--- config.mk ---
export PLATFORM = sky130hd
export DESIGN_NAME = keyframe_linear_interpolator
export DESIGN_NICKNAME = d
export VERILOG_FILES = /design/src/kli_pkg.sv /design/src/keyframe_linear_interpolator.sv
export SDC_FILE = /design/constraint.sdc
export NUM_CORES = 2
export LEC_CHECK = 0
export BUFFER_PORTS_ARGS = -buffer_cell sky130_fd_sc_hd__buf_2
export CORE_MARGIN = 4
export CORE_UTILIZATION = 45
export CTS_BUF_LIST = sky130_fd_sc_hd__clkbuf_8
export DETAILED_ROUTE_END_ITERATION = 10
export GPL_ROUTABILITY_DRIVEN = 0
export GPL_TIMING_DRIVEN = 0
export SLEW_MARGIN = 10
export SYNTH_ARGS = -nofsm -noshare
export SYNTH_HDL_FRONTEND = slang
export SYNTH_SLANG_ARGS = --single-unit
--- constraint.sdc ---
create_clock -name clock -period 11 [get_ports clock]
set_input_delay 0 -clock clock [delete_from_list [all_inputs] [get_ports clock]]
set_output_delay 0 -clock clock [all_outputs]
set_load 0.1 [all_outputs]
--- src/kli_pkg.sv ---
// shared types, constants and helpers of the keyframe linear interpolator
// no dependencies; imported by the top level, its checker and the testbench
`timescale 1ns / 1ps
`default_nettype none

package kli_pkg;

   // default keyframe table depth
   localparam int DEF_MAX_KEYS = 16;

   // request codes carried by req_type
   typedef enum logic [1:0] {
      REQ_LOAD  = 2'd0,
      REQ_START = 2'd1,
      REQ_TICK  = 2'd2
   } req_code_type;

   // signed 32-bit add with saturation
   function automatic logic signed [31:0] sat_add(input logic signed [31:0] a,
                                                  input logic signed [31:0] b);
      logic signed [32:0] sum;
      sum = {a[31], a} + {b[31], b};
      if (sum[32] != sum[31]) begin
         sat_add = sum[32] ? 32'sh8000_0000 : 32'sh7fff_ffff;
      end else begin
         sat_add = sum[31:0];
      end
   endfunction

endpackage

`default_nettype wire

--- src/keyframe_linear_interpolator.sv ---
// keyframe linear interpolator top level: keyframe table, sequencer, shared divider
// depends on kli_pkg
`timescale 1ns / 1ps
`default_nettype none
//
// Usage
//   req channel (valid/stall): one item per request. req_type selects a keyframe
//   load into slot req_slot, a start of a run with req_key_count keys, or a
//   frame tick. csr_wr_en/csr_wr_data set the animation length in frames.
//   rsp channel (valid/stall): one item per tick while a run is active, with
//   the value of the frame, its index and a flag on the final frame.
// Sequencing
//   A load completes in the idle state. A tick that stays on its segment
//   passes through compare and finish. A start, or a tick that enters a new
//   segment, computes a slope with a restoring divider that resolves one
//   quotient bit per cycle. req_stall is high while the sequencer works on
//   an item.
// Reset and stall
//   Synchronous reset clears the run state, the length and the output; the
//   keyframe table keeps its contents and must be loaded before use.
//   A result waiting under rsp_stall does not block the next request; a
//   finished tick holds in its last step until the output register frees.
//
module keyframe_linear_interpolator #(
   parameter int MAX_KEYS = kli_pkg::DEF_MAX_KEYS
) (
   input  wire logic               clock,
   input  wire logic               reset,
   // request channel
   input  wire logic               req_valid,
   output logic                    req_stall,
   input  wire logic [1:0]         req_type,
   input  wire logic [3:0]         req_slot,
   input  wire logic [15:0]        req_key_frame,
   input  wire logic signed [31:0] req_key_value,
   input  wire logic [4:0]         req_key_count,
   // result channel
   output logic                    rsp_valid,
   input  wire logic               rsp_stall,
   output logic signed [31:0]      rsp_value,
   output logic [15:0]             rsp_frame_index,
   output logic                    rsp_last_frame,
   // configuration
   input  wire logic               csr_wr_en,
   input  wire logic [15:0]        csr_wr_data
);
   import kli_pkg::*;

   localparam int AW = (MAX_KEYS > 1) ? $clog2(MAX_KEYS) : 1;
   localparam int KW = $clog2(MAX_KEYS + 1);

   typedef enum logic [7:0] {
      ST_IDLE    = 8'b0000_0001,
      ST_TK_CMP  = 8'b0000_0010,
      ST_SL_A    = 8'b0000_0100,
      ST_SL_B    = 8'b0000_1000,
      ST_DIV     = 8'b0001_0000,
      ST_SL_DONE = 8'b0010_0000,
      ST_ADD     = 8'b0100_0000,
      ST_FINISH  = 8'b1000_0000
   } state_type;

   // registers and next values
   state_type          state_ff, state_in;
   logic [KW-1:0]      keys_ff, keys_in;
   logic [AW-1:0]      seg_ff, seg_in;
   logic signed [31:0] run_ff, run_in;
   logic signed [31:0] slope_ff, slope_in;
   logic [15:0]        cnt_ff, cnt_in;
   logic               active_ff, active_in;
   logic [15:0]        len_ff, len_in;
   logic               is_tick_ff, is_tick_in;
   logic [15:0]        a_frame_ff, a_frame_in;
   logic signed [31:0] a_value_ff, a_value_in;
   logic               neg_ff, neg_in;
   logic [32:0]        dvd_ff, dvd_in;
   logic [15:0]        rem_ff, rem_in;
   logic [15:0]        dvs_ff, dvs_in;
   logic [5:0]         step_ff, step_in;
   logic signed [31:0] pend_value_ff, pend_value_in;
   logic [15:0]        pend_frame_ff, pend_frame_in;
   logic               pend_last_ff, pend_last_in;
   logic               rsp_valid_ff, rsp_valid_in;
   logic signed [31:0] rsp_value_ff, rsp_value_in;
   logic [15:0]        rsp_frame_ff, rsp_frame_in;
   logic               rsp_last_ff, rsp_last_in;

   // keyframe memory, entry = {frame, value}
   logic [47:0]        key_mem_ff [MAX_KEYS];
   logic [47:0]        rd_data_ff;
   logic               rd_en;
   logic [AW-1:0]      rd_addr;
   logic               wr_en;
   logic [AW-1:0]      wr_addr;
   logic [15:0]        rd_frame;
   logic signed [31:0] rd_value;

   // helpers
   logic               req_accept;
   logic               rsp_free;
   logic [AW-1:0]      seg_inc;
   logic               seg_room;
   logic [KW-1:0]      keys_sat;
   logic signed [32:0] dv;
   logic signed [16:0] df;
   logic [32:0]        dv_mag;
   logic [16:0]        df_mag;
   logic [16:0]        rem_sh;
   logic [17:0]        rem_diff;
   logic               rem_ge;
   logic               q_big;
   logic signed [31:0] run_step;

   assign req_accept = req_valid && !req_stall;
   assign req_stall  = (state_ff != ST_IDLE);
   assign rsp_free   = !rsp_valid_ff || !rsp_stall;

   assign rsp_valid       = rsp_valid_ff;
   assign rsp_value       = rsp_value_ff;
   assign rsp_frame_index = rsp_frame_ff;
   assign rsp_last_frame  = rsp_last_ff;

   assign rd_frame = rd_data_ff[47:32];
   assign rd_value = rd_data_ff[31:0];

   // table write on a load whose slot exists
   assign wr_addr = AW'(req_slot);
   assign wr_en   = req_accept && (req_type == REQ_LOAD) && (32'(req_slot) < MAX_KEYS);

   // segment bookkeeping
   assign seg_inc  = seg_ff + AW'(1);
   assign seg_room = ((KW+1)'(seg_ff) + (KW+1)'(1)) < (KW+1)'(keys_ff);
   assign run_step = sat_add(run_ff, slope_ff);

   // key count clamped between two and the table depth
   always_comb begin
      if (req_key_count < 5'd2) begin
         keys_sat = KW'(2);
      end else if (32'(req_key_count) > MAX_KEYS) begin
         keys_sat = KW'(MAX_KEYS);
      end else begin
         keys_sat = KW'(req_key_count);
      end
   end

   // slope operands from the two table entries
   assign dv     = {rd_value[31], rd_value} - {a_value_ff[31], a_value_ff};
   assign df     = $signed({1'b0, rd_frame}) - $signed({1'b0, a_frame_ff});
   assign dv_mag = dv[32] ? 33'(-dv) : 33'(dv);
   assign df_mag = df[16] ? 17'(-df) : 17'(df);

   // one restoring divide step
   assign rem_sh   = {rem_ff, dvd_ff[32]};
   assign rem_diff = {1'b0, rem_sh} - {2'b00, dvs_ff};
   assign rem_ge   = !rem_diff[17];
   assign q_big    = dvd_ff[32] | dvd_ff[31];

   // sequencer
   always_comb begin
      state_in      = state_ff;
      keys_in       = keys_ff;
      seg_in        = seg_ff;
      run_in        = run_ff;
      slope_in      = slope_ff;
      cnt_in        = cnt_ff;
      active_in     = active_ff;
      len_in        = len_ff;
      is_tick_in    = is_tick_ff;
      a_frame_in    = a_frame_ff;
      a_value_in    = a_value_ff;
      neg_in        = neg_ff;
      dvd_in        = dvd_ff;
      rem_in        = rem_ff;
      dvs_in        = dvs_ff;
      step_in       = step_ff;
      pend_value_in = pend_value_ff;
      pend_frame_in = pend_frame_ff;
      pend_last_in  = pend_last_ff;
      rsp_valid_in  = rsp_valid_ff && rsp_stall;
      rsp_value_in  = rsp_value_ff;
      rsp_frame_in  = rsp_frame_ff;
      rsp_last_in   = rsp_last_ff;
      rd_en         = 1'b0;
      rd_addr       = seg_ff;

      if (csr_wr_en) begin
         len_in = csr_wr_data;
      end

      case (state_ff)
         ST_IDLE: begin
            if (req_accept) begin
               case (req_type)
                  REQ_START: begin
                     keys_in    = keys_sat;
                     cnt_in     = 16'd0;
                     seg_in     = '0;
                     active_in  = (len_ff != 16'd0);
                     is_tick_in = 1'b0;
                     rd_en      = 1'b1;
                     rd_addr    = '0;
                     state_in   = ST_SL_A;
                  end
                  REQ_TICK: begin
                     if (active_ff) begin
                        pend_value_in = run_ff;
                        pend_frame_in = cnt_ff;
                        pend_last_in  = ({1'b0, cnt_ff} + 17'd1) >= {1'b0, len_ff};
                        is_tick_in    = 1'b1;
                        rd_en         = 1'b1;
                        rd_addr       = seg_ff;
                        state_in      = ST_TK_CMP;
                     end
                  end
                  default: begin
                  end
               endcase
            end
         end
         // frame of the current key is in rd_data
         ST_TK_CMP: begin
            if (seg_room) begin
               if (cnt_ff == rd_frame) begin
                  run_in     = rd_value;
                  a_frame_in = rd_frame;
                  a_value_in = rd_value;
                  rd_en      = 1'b1;
                  rd_addr    = seg_inc;
                  seg_in     = seg_inc;
                  state_in   = ST_SL_B;
               end else begin
                  run_in   = run_step;
                  state_in = ST_FINISH;
               end
            end else begin
               if (cnt_ff < rd_frame) begin
                  run_in = run_step;
               end
               state_in = ST_FINISH;
            end
         end
         // start: key 0 in rd_data, fetch key 1
         ST_SL_A: begin
            run_in     = rd_value;
            a_frame_in = rd_frame;
            a_value_in = rd_value;
            rd_en      = 1'b1;
            rd_addr    = seg_inc;
            seg_in     = seg_inc;
            state_in   = ST_SL_B;
         end
         // both keys known, set up the divide
         ST_SL_B: begin
            neg_in  = dv[32] ^ df[16];
            dvd_in  = dv_mag;
            rem_in  = 16'd0;
            dvs_in  = df_mag[15:0];
            step_in = 6'd32;
            if (df == 17'sd0) begin
               slope_in = 32'sd0;
               state_in = is_tick_ff ? ST_ADD : ST_IDLE;
            end else begin
               state_in = ST_DIV;
            end
         end
         ST_DIV: begin
            rem_in  = rem_ge ? rem_diff[15:0] : rem_sh[15:0];
            dvd_in  = {dvd_ff[31:0], rem_ge};
            step_in = step_ff - 6'd1;
            if (step_ff == 6'd0) begin
               state_in = ST_SL_DONE;
            end
         end
         // sign and saturate the quotient
         ST_SL_DONE: begin
            if (neg_ff) begin
               slope_in = q_big ? 32'sh8000_0000 : -$signed(dvd_ff[31:0]);
            end else begin
               slope_in = q_big ? 32'sh7fff_ffff : $signed(dvd_ff[31:0]);
            end
            state_in = is_tick_ff ? ST_ADD : ST_IDLE;
         end
         ST_ADD: begin
            run_in   = run_step;
            state_in = ST_FINISH;
         end
         // hand the item to the output register
         ST_FINISH: begin
            if (rsp_free) begin
               rsp_valid_in = 1'b1;
               rsp_value_in = pend_value_ff;
               rsp_frame_in = pend_frame_ff;
               rsp_last_in  = pend_last_ff;
               cnt_in       = cnt_ff + 16'd1;
               if (pend_last_ff) begin
                  active_in = 1'b0;
               end
               state_in = ST_IDLE;
            end
         end
         default: begin
            state_in = ST_IDLE;
         end
      endcase
   end

   // control state
   always_ff @(posedge clock) begin
      if (reset) begin
         state_ff     <= ST_IDLE;
         keys_ff      <= KW'(2);
         seg_ff       <= '0;
         run_ff       <= 32'sd0;
         slope_ff     <= 32'sd0;
         cnt_ff       <= 16'd0;
         active_ff    <= 1'b0;
         len_ff       <= 16'd0;
         rsp_valid_ff <= 1'b0;
      end else begin
         state_ff     <= state_in;
         keys_ff      <= keys_in;
         seg_ff       <= seg_in;
         run_ff       <= run_in;
         slope_ff     <= slope_in;
         cnt_ff       <= cnt_in;
         active_ff    <= active_in;
         len_ff       <= len_in;
         rsp_valid_ff <= rsp_valid_in;
      end
   end

   // datapath and payload
   always_ff @(posedge clock) begin
      is_tick_ff    <= is_tick_in;
      a_frame_ff    <= a_frame_in;
      a_value_ff    <= a_value_in;
      neg_ff        <= neg_in;
      dvd_ff        <= dvd_in;
      rem_ff        <= rem_in;
      dvs_ff        <= dvs_in;
      step_ff       <= step_in;
      pend_value_ff <= pend_value_in;
      pend_frame_ff <= pend_frame_in;
      pend_last_ff  <= pend_last_in;
      rsp_value_ff  <= rsp_value_in;
      rsp_frame_ff  <= rsp_frame_in;
      rsp_last_ff   <= rsp_last_in;
   end

   // keyframe memory write port
   always_ff @(posedge clock) begin
      if (wr_en) begin
         key_mem_ff[wr_addr] <= {req_key_frame, req_key_value};
      end
   end

   // keyframe memory read port
   always_ff @(posedge clock) begin
      if (rd_en) begin
         rd_data_ff <= key_mem_ff[rd_addr];
      end
   end

endmodule

`default_nettype wire

# == Word-level counts from Yosys, hierarchy flattened ==
# Memories as Yosys holds them, arrays and structs flattened. A register that Yosys moved wholly into a read port is not among the register bits.
# Index checks and enable logic that the tools add are counted.
# word_totals
mem_bits_rw,768
inputBits,80
elab_cells,157
mem_bits_ro,0
reg_bits,334
latchBits,0
memories,1
# classes
n_eq_ne,25
n_mux,61
n_div,0
shifts,0
n_lt_le_gt_ge,5
n_mul,0
addsub,12
bitwise_logic,2
n_reduce_logical,28
# mem_list
name,depth,word_bits,rd,rd_ports_with_merged_regs,wr,line,text
key_mem_ff,16,48,1,1,1,keyframe_linear_interpolator.sv:89,logic [47:0] key_mem_ff [MAX_KEYS];
# op_table
op,n
two-way mux 32 bit,11
one-hot mux 32 bit (2 select lines),2
two-way mux 16 bit,7
one-hot mux 16 bit (2 select lines),3
one-hot mux 32 bit (3 select lines),1
one-hot mux 33 bit (2 select lines),1
one-hot mux 8 bit (8 select lines),1
two-way mux 8 bit,6
adder 32 x 32 -> 33 bit,1
two-way mux 33 bit,1
negator 33 bit,1
subtractor 32 x 32 -> 33 bit,1
negator 32 bit,1
subtractor 17 x 16 -> 18 bit,1
"adder 16 x 1 -> 17 bit, second input constant",1
>= comparator 17 x 16 -> 1 bit,1
logical NOT 17 bit,1
subtractor 16 x 16 -> 17 bit,1
"adder 16 x 1 -> 16 bit, second input constant",1
equality test 16 bit,1
less-than comparator 16 bit,1
two-way mux 4 bit,4
"!= test 2 bit, second input constant",8
negator 16 bit,1
43 further kinds,75

# == Logic depth before layout (Yosys ltp) ==
# logic_depth
ltp_word,6
depth_mapped,17

# == Worst setup path after synthesis ==
# No wires, ideal clock.
# synth_timing
path_kind,register to register
startpoint,register state_ff[6]
endpoint,register rd_data_ff[0] (read register of key_mem_ff) (enable)
n_path_buf,1
stages_incl_launch_ff,9
slack_ps,2004
arrival_time_ps,8476
cell_sequence,dfxtp_1 > clkbuf_1 > nor3_1 > nand2_1 > nor3_1 > nand2_1 > nor3_1 > nor2_1 > o21ai_0
# synth_between
elab_chain_len,5
# synth_rtl
item,line,text
from (decl),keyframe_linear_interpolator.sv:64,"state_type state_ff, state_in;"
from (signal assigned),keyframe_linear_interpolator.sv:320,state_ff <= state_in;
!= test 8 x 1 -> 1 bit,keyframe_linear_interpolator.sv:115,assign req_stall = (state_ff != ST_IDLE);
logical NOT 1 bit,keyframe_linear_interpolator.sv:114,assign req_accept = req_valid && !req_stall;
logical AND 1 bit,keyframe_linear_interpolator.sv:114,
two-way mux 1 bit,keyframe_linear_interpolator.sv:192,if (req_accept) begin
one-hot mux 1 bit (3 select lines) (*),keyframe_linear_interpolator.sv:190,case (state_ff)
via rd_en,keyframe_linear_interpolator.sv:91,logic rd_en;
to (decl),keyframe_linear_interpolator.sv:90,logic [47:0] rd_data_ff;
# The timed path passes the listed nets; every way through them passes the cells marked *.
# A chain may end at the register's enable or synchronous reset.

# == Worst setup path after layout ==
# layout_timing
startpoint,register seg_ff[0]
endpoint,"register rd_data_ff[19] (read register of key_mem_ff), data pin"
# layout_between
elab_chain_len,4
# layout_rtl
item,line,text
from (decl),keyframe_linear_interpolator.sv:66,"logic [AW-1:0] seg_ff, seg_in;"
from (signal assigned),keyframe_linear_interpolator.sv:322,seg_ff <= seg_in;
adder 4 x 1 -> 5 bit or adder 4 x 1 -> 4 bit (tied branches),"keyframe_linear_interpolator.sv:132, keyframe_linear_interpolator.sv:131",
less-than comparator 5 bit or two-way mux 4 bit (tied branches),-,
two-way mux 4 bit or two-way mux 1 bit (tied branches),-,
one-hot mux 4 bit (3 select lines) or one-hot mux 1 bit (3 select lines) (tied branches),-,
# Parallel ways exist; a longest one is shown, timed or not.

==> reports/summary.md <==
The flow ran to the end, and the final reports show no timing, DRC or antenna violations. The synthesized net count was 4,672; the core occupancy in the finished layout was 52.8%. The worst pin sits at a relative slew slack of 29.7%. Of the total synthesized cell area, the portion taken by XOR and XNOR cells is 2.42%.

Counting every sink on the clock net gives 1,150. The total power per unit cell area is 163 nW/um^2. The violation count after the first detailed-route iteration was 3,643. The number of max-cap violations came out at 0.

Worst-skew pair later-pin latency: 0.89 ns. The slowest stage of the critical path is the a32oi_2 cell. The met2 usage in global routing is 40.8%, and the total of cells resized after clock tree synthesis is 0. Sum of overflow across all layers after global routing: 0. CTS root buffer: clkbuf_8. The pin count of the biggest net entering global routing is 57, and the sum of negative setup slack is 0 ns.

The worst setup path is captured at a flop. The leading cell type in the layout, fill and taps excluded was edfxtp_1. The die covers 122,000 sq um. The maximum fanout along the worst path was 19. The internal portion of the total power is 7190 uW. Maximum level of the CTS H-tree: 4. The critical path capture point was rd_data_ff[19]. Depth of the most critical reg-to-reg path: 16. The tools report the source of the critical timing path as seg_ff[0].

The register bit count reported by yosys came out at 1,150. The reported leakage power is 0.0228 uW, and the average wire per cell in the routed design is 22.8 um. The run gives 0 as the remaining routing DRC violations.

The post-synthesis average cell area was 11.8 sq um. The worst supply voltage drop on vdd came out at 0.115 mV. Setup repair after global routing left no endpoint under its margin. The detailed-route vias per instance is 5.72, and the total via count in the routed design is 38.2k.

The area of the mapped netlist is 52,600 sq um. Per report_power, the combinational group accounts for 15.3% of the total. The first detailed-routing pass ran for 5 iterations. The number of enable flip-flop cells after synthesis was 1,035; the width of the die was 350 um.

The unique cell type count in the Yosys netlist is 100. TritonCTS built the clock tree. Capture point of the worst reg-to-reg path: rd_data_ff[19]. In this run, CTS created clock tree buffers numbering 189.

The initial antenna violation count is 15, and the gate count of the mapped netlist is 4,446. The run gives 6.22 ns as the worst path arrival time. Once detail routing completed, the nets flagged for antenna violations numbered 0.

The relative contribution of the clock network to total power was 35.4%. The post-CTS repair timing setup buffer count is 0, and the count of placed standard cells in the final layout, fillers left out is 6,674. Of the synthesized area, sequential elements account for 63.5%. The vertical die dimension was 350 um; the via count of the first global-routing pass was 36.8k. The final max-slew violation count is 0. The startpoint identified for the worst register-to-register timing path is seg_ff[0]. Yosys printed 0 warnings. The synthesized netlist devotes 12.1% of its cell area to compound gates. The synthesis-to-layout area growth came out at 16.6%.

At the worst endpoint, the required time is 11.50 ns. Pin placement for this block handled 131 I/O pins. The type of the worst setup path is reg -> reg. The tools report the nature of the critical path startpoint as a flop. The analysis attributes to net switching a power of 2820 uW. After synthesis, the cell types taking the most area are edfxtp_1 59%, nand2_1 6.5%, dfxtp_1 4.4%, ha_1 3.4%, a21oi_1 2.2%. Multiplexer cells account for 2.37% of the synthesized area. The tools report the final-stage net count as 5,215. The stage delay of the slowest cell on the critical path is 0.83 ns, and the worst-case clock skew is 0.0527 ns. The dominant combinational cell family by area after synthesis is simple AND/OR/NAND/NOR gates.

The site row count was 125. The number of buffers added on ports was 128. The cell total after placement was 6,152. The adder and majority cell fraction of the synthesized area is 3.53%, and the aggregate routed wire length is 152,000 um.

The switching share of power was 28.2%. After legalization and detailed placement, the total HPWL measured 106,000 um. Initial standard-cell utilization of the core: 45.3%. No sink is reached through more buffers than the 3 on the longest clock path. For this run, the top clock speed supported by timing is 0.175 GHz. In this run the register-to-register setup slack is 5.27 ns. The area of the placeable core is 116,000 sq um. The final period utilization is 52.1%, and the share of layout cells above drive strength 1 is 12.3%. The top cell types in the final layout, fill and taps aside, are 1,035 x edfxtp_1, 915 x nand2_1, 245 x nor2_1. The busiest metal layer after global routing is met2.

For the routing usage on met1, the log shows 33.0%. The share of synthesized area in the top cell type comes to 59.1%. In the global route stage, met3 resource usage came out at 3.64%. The biggest area contributor in the post-synthesis netlist is edfxtp_1. Clock-pin slew was measured on the worst setup and hold paths at 0.06 ns. The first global-routing pass estimated 227,000 um of wire.

Traced cell by cell, the critical path runs through ha_1 -> xor2_1 -> ha_1 -> a21o_1 -> a31oi_1 -> o21ai_1 -> o31ai_1 -> nand2_1 -> inv_2 -> a21o_1 -> a32oi_2 -> buf_2 -> buf_2 -> nor2_1 -> o41ai_1 -> nand4_1. The overall track demand over capacity in global routing was 24.6%; the final number of hold-violating endpoints was 0. At the pin with the least slew margin, the transition time is 1.04 ns.

Summing the areas of all and, or, nand and nor instances in the mapped netlist gives 13.1% of the synthesized area. Final hold analysis gives a worst-case slack of 0.0794 ns. Per report_power, the sequential group accounts for 49.3% of the total. Of all flip-flops after synthesis, the portion carrying an async set or reset was 0%.

Worst hold path class: in -> reg. The worst path in the final design needs a cycle of 5.73 ns, including I/O delays and setup. Prevailing post-synth register cell: edfxtp_1. The final setup violation count is 0, and the power consumption is 10,000 uW.
==> state kept, by name (all words and copies together) (netlist names), 6 cells and up <==
signal and count:
a_frame_ff 16, state_ff 8, rem_ff 16, a_value_ff 32
cnt_ff 16, pend_value_ff 32, rd_data_ff 48, pend_frame_ff 16
slope_ff 32, run_ff 32, key_mem_ff 768, rsp_value 32
dvs_ff 16, len_ff 16, step_ff 6, rsp_frame_index 16
dvd_ff 33
==> stage by stage <==
stage               area, sq um  setup WS, ns
floorplan                 52600          2.00
CTS                       61300          5.37
finish                    61300          5.27
detailed placement        56000          5.40
global placement          55100         -2.20
global route              61300          5.06
==> power by group through the flow <==
stage / combinational [uW] / clock (uW) / sequential, uW
floorplan: 971 / 0 / 4990
global placement: 1420 / 0 / 5040
detailed placement: 1460 / 0 / 5030
CTS: 1520 / 3600 / 4940
global route: 1660 / 3810 / 4940
finish: 1530 / 3540 / 4940
==> metal layers <==
| layer | up-vias | wire [um] | part of all wire (%) |
|---|---|---|---|
| met5 | - | 57 | 0.037 |
| met4 | 10 | 4960 | 3.3 |
| met3 | 288 | 10900 | 7.1 |
| met2 | 1552 | 72600 | 48 |
| met1 | 18600 | 63900 | 42 |
| li1 | 17700 | - | - |
==> what timing repair did <==
action                                   CTS  global route
hold buffers                             170             0
hold endpoints to repair                1208             0
endpoints found under the setup margin     0             0
==> synth_stat cells (29+ instances only) <==
cell type	n
nand3_1	65
o41ai_1	57
o21ai_0	128
nor3_1	65
nor2_1	257
or3_1	33
xor2_1	76
nand4_1	69
nand2_1	916
buf_2	84
inv_1	157
mux2i_1	67
a21o_1	42
a22o_1	29
clkbuf_1	114
xnor2_1	69
mux2_2	51
o31ai_1	40
ha_1	142
a221oi_1	59
edfxtp_1	1035
a21oi_1	227
dfxtp_1	115
a31oi_1	168
==> layout make-up <==
type / instances / area (sq um)
repair buffers: 352 / 3140
flip-flops and latches: 1150 / 33400
well taps: 1524 / 1910
plain buffers: 218 / 985
fillers: 10100 / 54700
inverters: 157 / 589
clock buffers: 196 / 2700
diodes: 8 / 20.0
multi-input cells: 2921 / 17700
clock inverters: 148 / 843
==> worst max-delay path: cells and delay by family (launching register included) <==
kind / cells / cell delay (ns)
AO/OA/AOI/OAI: 7 / 2.05
AND/OR/NAND/NOR: 3 / 0.78
adder cells (fa/ha/maj): 2 / 0.68
buffers and inverters: 3 / 1.17
XOR/XNOR: 1 / 0.16
flip-flops: 1 / 0.49
==> cells by family after synthesis <==
group	after synthesis
flip-flops	1150
adder cells (fa/ha/maj)	146
AO/OA/AOI/OAI	942
multiplexers	118
buffers and inverters	375
XOR/XNOR	145
AND/OR/NAND/NOR	1570
==> worst min path at each step <==
stage,start,endpoint,slack (ns),cells past startpoint
final,req_key_frame[14],key_mem_ff[6][46],0.08,2
after global routing,req_key_frame[14],key_mem_ff[6][46],0.05,2
after CTS,req_key_value[24],key_mem_ff[11][24],0.01,2
after detailed placement,csr_wr_data[8],len_ff[8],0.24,3
after global placement,csr_wr_data[5],len_ff[5],0.23,3
after floorplan,req_key_value[0],key_mem_ff[0][0],0.1,0
Note: power is estimated with default switching activity, not from simulation.
